File: src/hw/rtl/ipv4_fragment_header_generator_macros.svh
// Assertion macros used by the fragment header generator RTL.
`ifndef IPV4_FRAGMENT_HEADER_GENERATOR_MACROS_SVH
`define IPV4_FRAGMENT_HEADER_GENERATOR_MACROS_SVH

// Same-cycle implication, sampled on clk, off while rst_n is low.
`define IPHG_ASSERT_NOW(lbl, ante, cons, msg) \
    lbl: assert property (@(posedge clk) disable iff (!rst_n) (ante) |-> (cons)) \
        else $error(msg);

// Next-cycle implication, sampled on clk, off while rst_n is low.
`define IPHG_ASSERT_NEXT(lbl, ante, cons, msg) \
    lbl: assert property (@(posedge clk) disable iff (!rst_n) (ante) |=> (cons)) \
        else $error(msg);

`endif

File: src/hw/rtl/iphg_pkg.sv
// Types and constants for the IPv4 fragment header generator.
package iphg_pkg;

    localparam int APB_ADDR_W = 4;
    localparam int REG_IDX_W  = 2;

    typedef logic [REG_IDX_W-1:0] reg_idx_t;

    localparam reg_idx_t REG_LOCAL_ADDRESS     = 2'd0;
    localparam reg_idx_t REG_TIME_TO_LIVE      = 2'd1;
    localparam reg_idx_t REG_MAX_PAYLOAD_UNITS = 2'd2;

    localparam logic [31:0] LOCAL_ADDRESS_RST     = 32'd0;
    localparam logic [7:0]  TIME_TO_LIVE_RST      = 8'd64;
    localparam logic [7:0]  MAX_PAYLOAD_UNITS_RST = 8'd185;

    localparam logic [7:0]  UNIT_MIN     = 8'd128;
    localparam logic [7:0]  UNIT_MAX     = 8'd185;
    localparam logic [10:0] HDR_BYTES    = 11'd20;
    localparam logic [15:0] VER_IHL_TOS  = 16'h4500;

    typedef struct packed {
        logic [31:0] local_address;
        logic [7:0]  time_to_live;
        logic [7:0]  max_payload_units;
    } cfg_t;

    // One request to the shared ones' complement adder
    typedef struct packed {
        logic        en;
        logic [15:0] a;
        logic [15:0] b;
    } csum_req_t;

endpackage

File: src/hw/rtl/iphg_if.sv
// Request and header channel interfaces of the fragment header generator.
interface iphg_req_if;
    logic        valid;
    logic        ready;
    logic [15:0] payload_length;
    logic [31:0] dest_address;
    logic [7:0]  proto_number;

    modport source (output valid, payload_length, dest_address, proto_number, input ready);
    modport sink   (input valid, payload_length, dest_address, proto_number, output ready);
endinterface

interface iphg_hdr_if;
    logic        valid;
    logic        ready;
    logic [15:0] identification;
    logic [12:0] fragment_offset;
    logic        more_fragments;
    logic [10:0] total_length;
    logic [15:0] header_checksum;
    logic        last_fragment;

    modport source (output valid, identification, fragment_offset, more_fragments,
                    total_length, header_checksum, last_fragment, input ready);
    modport sink   (input valid, identification, fragment_offset, more_fragments,
                    total_length, header_checksum, last_fragment, output ready);
endinterface

File: src/hw/rtl/ipv4_fragment_header_generator.sv
// Top level: request sequencer, output register and configuration port.
//
// req channel (sink): one packet request per handshake: payload_length,
// dest_address, proto_number. hdr channel (source): one IPv4 header
// description per fragment, last_fragment set on the final one.
// Configuration: APB writes to local_address (0x0), time_to_live (0x4),
// max_payload_units (0x8); pready is always high, reads return the value.
// Sequence: after a request is taken the checksum base (seven header
// words) is summed through one shared ones' complement adder, then each
// fragment steps through its length word, flags word and output load
// and then waits in the output register until hdr takes it.
// ready is high only while the block is idle. A stalled hdr holds the
// current header in the output register; the next fragment starts after
// it is taken. Reset clears the packet counter to zero and loads the
// register defaults (0, 64, 185).
`include "ipv4_fragment_header_generator_macros.svh"

module ipv4_fragment_header_generator import iphg_pkg::*; (
    input  logic                  clk,
    input  logic                  rst_n,
    input  logic                  psel,
    input  logic                  penable,
    input  logic                  pwrite,
    input  logic [APB_ADDR_W-1:0] paddr,
    input  logic [31:0]           pwdata,
    output logic [31:0]           prdata,
    output logic                  pready,
    iphg_req_if.sink              req,
    iphg_hdr_if.source            hdr
);

    localparam logic [2:0] S_IDLE = 3'd0;
    localparam logic [2:0] S_BASE = 3'd1;
    localparam logic [2:0] S_TOT  = 3'd2;
    localparam logic [2:0] S_FLG  = 3'd3;
    localparam logic [2:0] S_LOAD = 3'd4;
    localparam logic [2:0] S_WAIT = 3'd5;

    localparam logic [2:0] BASE_LAST = 3'd6;

    cfg_t        cfg;
    csum_req_t   csum_req;
    logic [15:0] acc;

    logic [2:0]  state_reg, state_next;
    logic [2:0]  step_reg, step_next;
    logic        first_reg, first_next;
    logic [15:0] pkt_cnt_reg, pkt_cnt_next;
    logic        out_valid_reg, out_valid_next;

    logic [15:0] len_reg;
    logic [12:0] off_reg;
    logic [7:0]  units_reg;
    logic [31:0] dst_reg;
    logic [7:0]  proto_reg;
    logic [15:0] id_reg;
    logic [15:0] base_reg;

    logic [15:0] out_id_reg;
    logic [12:0] out_off_reg;
    logic        out_mf_reg;
    logic [10:0] out_tot_reg;
    logic [15:0] out_csum_reg;

    logic        req_acc;
    logic [7:0]  units_clamped;
    logic [10:0] chunk;
    logic        full;
    logic [10:0] frag_bytes;
    logic [10:0] tot;
    logic [15:0] flg_word;
    logic [15:0] base_word;

    iphg_cfg u_cfg (
        .clk     (clk),
        .rst_n   (rst_n),
        .psel    (psel),
        .penable (penable),
        .pwrite  (pwrite),
        .paddr   (paddr),
        .pwdata  (pwdata),
        .prdata  (prdata),
        .pready  (pready),
        .cfg     (cfg)
    );

    iphg_csum u_csum (
        .clk (clk),
        .req (csum_req),
        .sum (acc)
    );

    assign req.ready = (state_reg == S_IDLE);
    assign req_acc   = req.valid && req.ready;

    assign units_clamped = (cfg.max_payload_units < UNIT_MIN) ? UNIT_MIN :
                           (cfg.max_payload_units > UNIT_MAX) ? UNIT_MAX :
                           cfg.max_payload_units;

    assign chunk      = {units_reg, 3'b000};
    assign full       = len_reg > {5'd0, chunk};
    assign frag_bytes = full ? chunk : len_reg[10:0];
    assign tot        = HDR_BYTES + frag_bytes;
    assign flg_word   = {2'b00, full, off_reg};

    always_comb
    begin
        case (step_reg)
            3'd0:    base_word = VER_IHL_TOS;
            3'd1:    base_word = {cfg.time_to_live, proto_reg};
            3'd2:    base_word = cfg.local_address[31:16];
            3'd3:    base_word = cfg.local_address[15:0];
            3'd4:    base_word = dst_reg[31:16];
            3'd5:    base_word = dst_reg[15:0];
            default: base_word = id_reg;
        endcase
    end

    always_comb
    begin
        csum_req.en = 1'b0;
        csum_req.a  = acc;
        csum_req.b  = 16'd0;
        case (state_reg)
            S_BASE:
            begin
                csum_req.en = 1'b1;
                csum_req.a  = (step_reg == 3'd0) ? 16'd0 : acc;
                csum_req.b  = base_word;
            end
            S_TOT:
            begin
                // first fragment: acc still holds the base sum
                csum_req.en = 1'b1;
                csum_req.a  = first_reg ? acc : base_reg;
                csum_req.b  = {5'd0, tot};
            end
            S_FLG:
            begin
                csum_req.en = 1'b1;
                csum_req.b  = flg_word;
            end
            default: ;
        endcase
    end

    always_comb
    begin
        state_next     = state_reg;
        step_next      = step_reg;
        first_next     = first_reg;
        pkt_cnt_next   = pkt_cnt_reg;
        out_valid_next = out_valid_reg;
        unique case (state_reg)
            S_IDLE:
            begin
                if (req_acc)
                begin
                    state_next   = S_BASE;
                    step_next    = 3'd0;
                    first_next   = 1'b1;
                    pkt_cnt_next = pkt_cnt_reg + 16'd1;
                end
            end
            S_BASE:
            begin
                step_next = step_reg + 3'd1;
                if (step_reg == BASE_LAST)
                begin
                    state_next = S_TOT;
                end
            end
            S_TOT:
            begin
                first_next = 1'b0;
                state_next = S_FLG;
            end
            S_FLG:
            begin
                state_next = S_LOAD;
            end
            S_LOAD:
            begin
                out_valid_next = 1'b1;
                state_next     = S_WAIT;
            end
            S_WAIT:
            begin
                if (hdr.ready)
                begin
                    out_valid_next = 1'b0;
                    state_next     = out_mf_reg ? S_TOT : S_IDLE;
                end
            end
            default:
            begin
                state_next     = S_IDLE;
                out_valid_next = 1'b0;
            end
        endcase
    end

    always_ff @(posedge clk or negedge rst_n)
    begin
        if (!rst_n)
        begin
            state_reg     <= S_IDLE;
            step_reg      <= 3'd0;
            first_reg     <= 1'b0;
            pkt_cnt_reg   <= 16'd0;
            out_valid_reg <= 1'b0;
        end
        else
        begin
            state_reg     <= state_next;
            step_reg      <= step_next;
            first_reg     <= first_next;
            pkt_cnt_reg   <= pkt_cnt_next;
            out_valid_reg <= out_valid_next;
        end
    end

    always_ff @(posedge clk)
    begin
        if (req_acc)
        begin
            len_reg   <= req.payload_length;
            dst_reg   <= req.dest_address;
            proto_reg <= req.proto_number;
            id_reg    <= pkt_cnt_reg;
            units_reg <= units_clamped;
            off_reg   <= 13'd0;
        end
        if (state_reg == S_TOT && first_reg)
        begin
            base_reg <= acc;
        end
        if (state_reg == S_LOAD)
        begin
            out_id_reg   <= id_reg;
            out_off_reg  <= off_reg;
            out_mf_reg   <= full;
            out_tot_reg  <= tot;
            out_csum_reg <= ~acc;
            if (full)
            begin
                len_reg <= len_reg - {5'd0, chunk};
                off_reg <= off_reg + {5'd0, units_reg};
            end
        end
    end

    assign hdr.valid           = out_valid_reg;
    assign hdr.identification  = out_id_reg;
    assign hdr.fragment_offset = out_off_reg;
    assign hdr.more_fragments  = out_mf_reg;
    assign hdr.total_length    = out_tot_reg;
    assign hdr.header_checksum = out_csum_reg;
    assign hdr.last_fragment   = ~out_mf_reg;

    `IPHG_ASSERT_NOW(a_busy_while_out, hdr.valid, !req.ready, "request taken while header pending")
    `IPHG_ASSERT_NEXT(a_id_advance, req.valid && req.ready, pkt_cnt_reg == $past(pkt_cnt_reg) + 16'd1, "packet id did not advance")
    `IPHG_ASSERT_NOW(a_full_len, hdr.valid && hdr.more_fragments, hdr.total_length == chunk + HDR_BYTES, "non-final fragment not full size")
    `IPHG_ASSERT_NOW(a_out_in_wait, hdr.valid, state_reg == S_WAIT, "header shown outside wait state")

endmodule

File: src/hw/rtl/iphg_cfg.sv
// APB configuration registers of the fragment header generator.
module iphg_cfg import iphg_pkg::*; (
    input  logic                  clk,
    input  logic                  rst_n,
    input  logic                  psel,
    input  logic                  penable,
    input  logic                  pwrite,
    input  logic [APB_ADDR_W-1:0] paddr,
    input  logic [31:0]           pwdata,
    output logic [31:0]           prdata,
    output logic                  pready,
    output cfg_t                  cfg
);

    cfg_t     cfg_reg;
    reg_idx_t idx;
    logic     wr_en;

    assign idx    = paddr[APB_ADDR_W-1:2];
    assign wr_en  = psel && penable && pwrite;
    assign pready = 1'b1;
    assign cfg    = cfg_reg;

    always_ff @(posedge clk or negedge rst_n)
    begin
        if (!rst_n)
        begin
            cfg_reg.local_address     <= LOCAL_ADDRESS_RST;
            cfg_reg.time_to_live      <= TIME_TO_LIVE_RST;
            cfg_reg.max_payload_units <= MAX_PAYLOAD_UNITS_RST;
        end
        else if (wr_en)
        begin
            unique case (idx)
                REG_LOCAL_ADDRESS:     cfg_reg.local_address     <= pwdata;
                REG_TIME_TO_LIVE:      cfg_reg.time_to_live      <= pwdata[7:0];
                REG_MAX_PAYLOAD_UNITS: cfg_reg.max_payload_units <= pwdata[7:0];
                default: ;
            endcase
        end
    end

    always_comb
    begin
        unique case (idx)
            REG_LOCAL_ADDRESS:     prdata = cfg_reg.local_address;
            REG_TIME_TO_LIVE:      prdata = {24'd0, cfg_reg.time_to_live};
            REG_MAX_PAYLOAD_UNITS: prdata = {24'd0, cfg_reg.max_payload_units};
            default:               prdata = 32'd0;
        endcase
    end

endmodule

File: src/hw/rtl/iphg_csum.sv
// Shared 16-bit ones' complement adder with result register.
module iphg_csum import iphg_pkg::*; (
    input  logic        clk,
    input  csum_req_t   req,
    output logic [15:0] sum
);

    logic [15:0] sum_reg;
    logic [16:0] raw;
    logic [15:0] folded;

    // end-around carry; low half plus carry cannot overflow again
    assign raw    = {1'b0, req.a} + {1'b0, req.b};
    assign folded = raw[15:0] + {15'd0, raw[16]};
    assign sum    = sum_reg;

    always_ff @(posedge clk)
    begin
        if (req.en)
        begin
            sum_reg <= folded;
        end
    end

endmodule
File: src/flat_wrapper.sv
// flat-port wrapper written by rule: the top's interface ports become plain ports
module ipv4_fragment_header_generator_flat import iphg_pkg::*;
  (clk, rst_n, psel, penable, pwrite, paddr, pwdata, prdata, pready, req_valid, req_payload_length, req_dest_address, req_proto_number, req_ready, hdr_valid, hdr_identification, hdr_fragment_offset, hdr_more_fragments, hdr_total_length, hdr_header_checksum, hdr_last_fragment, hdr_ready);
  iphg_req_if req_i ();
  iphg_hdr_if hdr_i ();
  input  logic clk;
  input  logic rst_n;
  input  logic psel;
  input  logic penable;
  input  logic pwrite;
  input  logic [APB_ADDR_W-1:0] paddr;
  input  logic [31:0] pwdata;
  output logic [31:0] prdata;
  output logic pready;
  input wire logic [$bits(req_i.valid)-1:0] req_valid;
  input wire logic [$bits(req_i.payload_length)-1:0] req_payload_length;
  input wire logic [$bits(req_i.dest_address)-1:0] req_dest_address;
  input wire logic [$bits(req_i.proto_number)-1:0] req_proto_number;
  output wire logic [$bits(req_i.ready)-1:0] req_ready;
  output wire logic [$bits(hdr_i.valid)-1:0] hdr_valid;
  output wire logic [$bits(hdr_i.identification)-1:0] hdr_identification;
  output wire logic [$bits(hdr_i.fragment_offset)-1:0] hdr_fragment_offset;
  output wire logic [$bits(hdr_i.more_fragments)-1:0] hdr_more_fragments;
  output wire logic [$bits(hdr_i.total_length)-1:0] hdr_total_length;
  output wire logic [$bits(hdr_i.header_checksum)-1:0] hdr_header_checksum;
  output wire logic [$bits(hdr_i.last_fragment)-1:0] hdr_last_fragment;
  input wire logic [$bits(hdr_i.ready)-1:0] hdr_ready;
  assign req_i.valid = req_valid;
  assign req_i.payload_length = req_payload_length;
  assign req_i.dest_address = req_dest_address;
  assign req_i.proto_number = req_proto_number;
  assign req_ready = req_i.ready;
  assign hdr_valid = hdr_i.valid;
  assign hdr_identification = hdr_i.identification;
  assign hdr_fragment_offset = hdr_i.fragment_offset;
  assign hdr_more_fragments = hdr_i.more_fragments;
  assign hdr_total_length = hdr_i.total_length;
  assign hdr_header_checksum = hdr_i.header_checksum;
  assign hdr_last_fragment = hdr_i.last_fragment;
  assign hdr_i.ready = hdr_ready;
  ipv4_fragment_header_generator u_core (.clk(clk), .rst_n(rst_n), .psel(psel), .penable(penable), .pwrite(pwrite), .paddr(paddr), .pwdata(pwdata), .prdata(prdata), .pready(pready), .req(req_i), .hdr(hdr_i));
endmodule
File: config.mk
export PLATFORM = sky130hd
export DESIGN_NAME = ipv4_fragment_header_generator_flat
export DESIGN_NICKNAME = d
export VERILOG_FILES = /design/src/hw/rtl/iphg_pkg.sv /design/src/hw/rtl/iphg_if.sv /design/src/hw/rtl/ipv4_fragment_header_generator.sv /design/src/hw/rtl/iphg_cfg.sv /design/src/hw/rtl/iphg_csum.sv /design/src/flat_wrapper.sv
export VERILOG_INCLUDE_DIRS = /design/src /design/src/hw/rtl
export SDC_FILE = /design/constraint.sdc
export NUM_CORES = 1
export LEC_CHECK = 0
export BUFFER_PORTS_ARGS = -buffer_cell sky130_fd_sc_hd__buf_2
export CORE_MARGIN = 5
export CORE_UTILIZATION = 40
export CTS_BUF_LIST = sky130_fd_sc_hd__clkbuf_16
export DETAILED_ROUTE_END_ITERATION = 8
export PLACE_DENSITY = 0.71
export SYNTH_ARGS = -nofsm -noshare
export SYNTH_HDL_FRONTEND = slang
export SYNTH_SLANG_ARGS = --single-unit
File: constraint.sdc
create_clock -name clk -period 8.8 [get_ports clk]
set_input_delay 0.44 -clock clk [delete_from_list [all_inputs] [get_ports clk]]
set_output_delay 0.44 -clock clk [all_outputs]
set_load 0.03 [all_outputs]
==> impl_metrics.ini <==
[global_route]
grt_pass1_wl_um = 49900
grt.total_usage_pct = 18.7
grt_max_degree = 79
grt.overflow.total = 0
grt_pass1_vias = 8896
antenna_found_initial = 1

[logic_synthesis]
yosysTopAreaCell = edfxtp_1
synth_area_leaders = edfxtp_1 38%, dfrtp_1 14%, mux2_2 4.4%
async_flop_share_pct = 28.3
avgSynthCellArea_um2 = 11.9
ys_seq_elements = 254
syn_inst = 1028
ys_seq_area_share_pct = 57.5
ys.flop_type = edfxtp_1
ys_types = 69
ys.warnings.count = 0
synth-edff-count = 156
yosysTopAreaCellShare_pct = 38.4
netlist_area_um2 = 12200

[finish]
fillers = 2711
nNetsFinal = 1361
drive_above_1_share_pct = 25.0
seq_area_um2 = 7010
largest_reg_flops = 48
final_common_cell = buf_2
stdcell_count = 1636
area_growth_pct = 19.4
most-common-layout-cells = 188 x buf_2, 156 x edfxtp_1, 86 x nand2_1, 66 x dfrtp_1, 62 x inv_1
multiInputGateArea_um2 = 4820

[run]
maxCapViolations = 0

[cts]
cts_tree = built
cts-resized-gates = 0
cts-hold-fix-buffers = 0
clk_pin_slew_ps = 70
clock-root-buffer = clkbuf_16
htree_levels = 1
cts_buffers = 27
cts_max_path_buffers = 3
postCtsSetupBuffers = 0
cts_sinks = 254
insertion_delay_ps = 550

[timing]
fin_skew_ps = 16.4
setup_viol = 0
fmax_ghz = 0.140
layout_min_cycle_time_ps = 7160
rsz0062_at_grt = false
final_max_slew_viol_count = 0
finalHoldViolCount = 0
worst_pin_slew_ps = 1020
slew_headroom_pct = 31.9
period_share_pct = 81.4
setup-tns-final_ps = 0

[placed_design]
gp_congestion = 0.861
io_buffer_count = 188
dp.cells = 1585
hpwl_um = 23700

[drt]
wl_met3_um = 2470
ant_nets = 0
maxUsedRoutingLayer = met5
drt-total-wl_um = 32000
route.detailed.drc = 0
wl_met1_um = 13500
first_pass_iters = 5
drt-initial-drc-count = 813
routedWlPerCell_um = 19.6
route.met2.wl_um = 15100
avgViaCountPerCell = 5.44
via_count = 8895

[floorplan]
core_region_area_um2 = 30300
dieArea_um2 = 34100
die_y_um = 185
fp.dieW_um = 185
io_pins = 192
start_util_pct = 40.2
rows = 64

[pwr]
peakVddDrop_mv = 0.173
power_density_nw_per_um2 = 367
p_leak_nw = 6.06
total_power_mw = 5.34

[critical_path]
cp.required_ps = 9080
worstSetupPathType = flip-flop to flip-flop
cpPeakStageDelay_ps = 440
critPathCaptureType = flip-flop
cp-start-kind = flip-flop
cp_max_fo = 16
cp_slowest_cell = a311oi_1
path_common_cell = ha_1
cp_data_arrival_time_ps = 7440

[min_path]
hp-class = input pin to flip-flop

[status]
status = completed
==> cell usage after synthesis (5+ instances only) <==
cell / instances
xor2_1: 17
a221o_1: 8
nor3b_1: 5
dfstp_2: 6
mux2_2: 48
o21ai_0: 52
a222oi_1: 16
a31oi_1: 10
and3_1: 8
edfxtp_1: 156
nand2b_1: 5
mux2i_1: 11
a21oi_1: 58
nor3_1: 10
ha_1: 41
a22oi_1: 10
xnor2_1: 44
nand4_1: 8
a21o_1: 13
o31ai_1: 6
nand2_1: 86
o21a_1: 6
a22o_1: 21
and2_1: 31
clkbuf_1: 36
nor2b_1: 11
dfrtp_1: 66
inv_1: 60
dfxtp_1: 26
o22ai_1: 6
nor2_1: 53
nand3_1: 26
==> power breakdown <==
group | leakage [nW] | total, mW | switching [mW] | internal (mW)
clock network | 0.486 | 1.24 | 0.474 | 0.765
logic | 3.01 | 2.15 | 1.30 | 0.850
registers | 2.56 | 1.95 | 0.261 | 1.69
total | 6.06 | 5.34 | 2.03 | 3.31
==> routing by layer <==
layer  vias up  global-route usage (%)
met1      4288                    25.4
met4         2                    5.49
met3        55                    3.41
met2       364                    30.9
li1       4186                       -
met5         -                       0
==> through the flow <==
step	utilization [%]	hold slack, ps	setup WS (ps)	area [um2]
floorplan	-	144	2720	12200
global placement	44.8	430	1790	13600
detailed placement	44.8	434	1670	13600
CTS	48.0	47.2	1670	14600
global route	48.0	45.9	1070	14600
finish	48.0	61.1	1640	14600
==> logic make-up (layout without fill, tap and decap cells) <==
group                    Yosys count  after routing  synth area share [%]
XOR/XNOR                          62             62                  4.57
AND/OR/NAND/NOR                  260            260                  10.5
multiplexers                      59             59                  5.33
other                              2              4                0.0615
AO/OA/AOI/OAI                    245            245                  14.1
buffers and inverters            102            312                  3.24
flip-flops                       254            254                  57.5
adder cells (fa/ha/maj)           44             44                  4.70
==> layout make-up <==
type	instances	area share (%)
Sequential cell	254	48.1
Antenna cell	1	0.0172
Clock inverter	23	2.03
Inverter	60	1.55
Timing Repair Buffer	202	7.18
Multi-Input combinational cell	673	33.1
Tap cell	396	3.40
Clock buffer	27	4.64
==> critical path, delay by kind of cell, from the launching register on <==
family | cells | cell delay [ps]
and+or+nand+nor | 12 | 2120
buffers and inverters | 3 | 590
AOI/OAI and AO/OA | 10 | 2270
adders and majority gates | 4 | 1110
xor gates and xnor gates | 2 | 390
DFF | 1 | 390
==> final timing paths <==
path,start,end,slack [ps],cells past startpoint
worst max register to register,u_core.units_reg[6],u_core.u_csum.sum[15],1640,31
worst min register to register,u_core.id_reg[1],u_core.hdr.identification[1],450,0
min in group asynchronous,rst_n,u_core.u_cfg.cfg[27],110,2
max in group asynchronous,rst_n,u_core.u_cfg.cfg[6],8080,2
worst min-delay path,req_dest_address[18],u_core.dst_reg[18],60,1
worst max-delay path,u_core.units_reg[6],u_core.u_csum.sum[15],1640,31
Power figures use the tool's default switching activity.
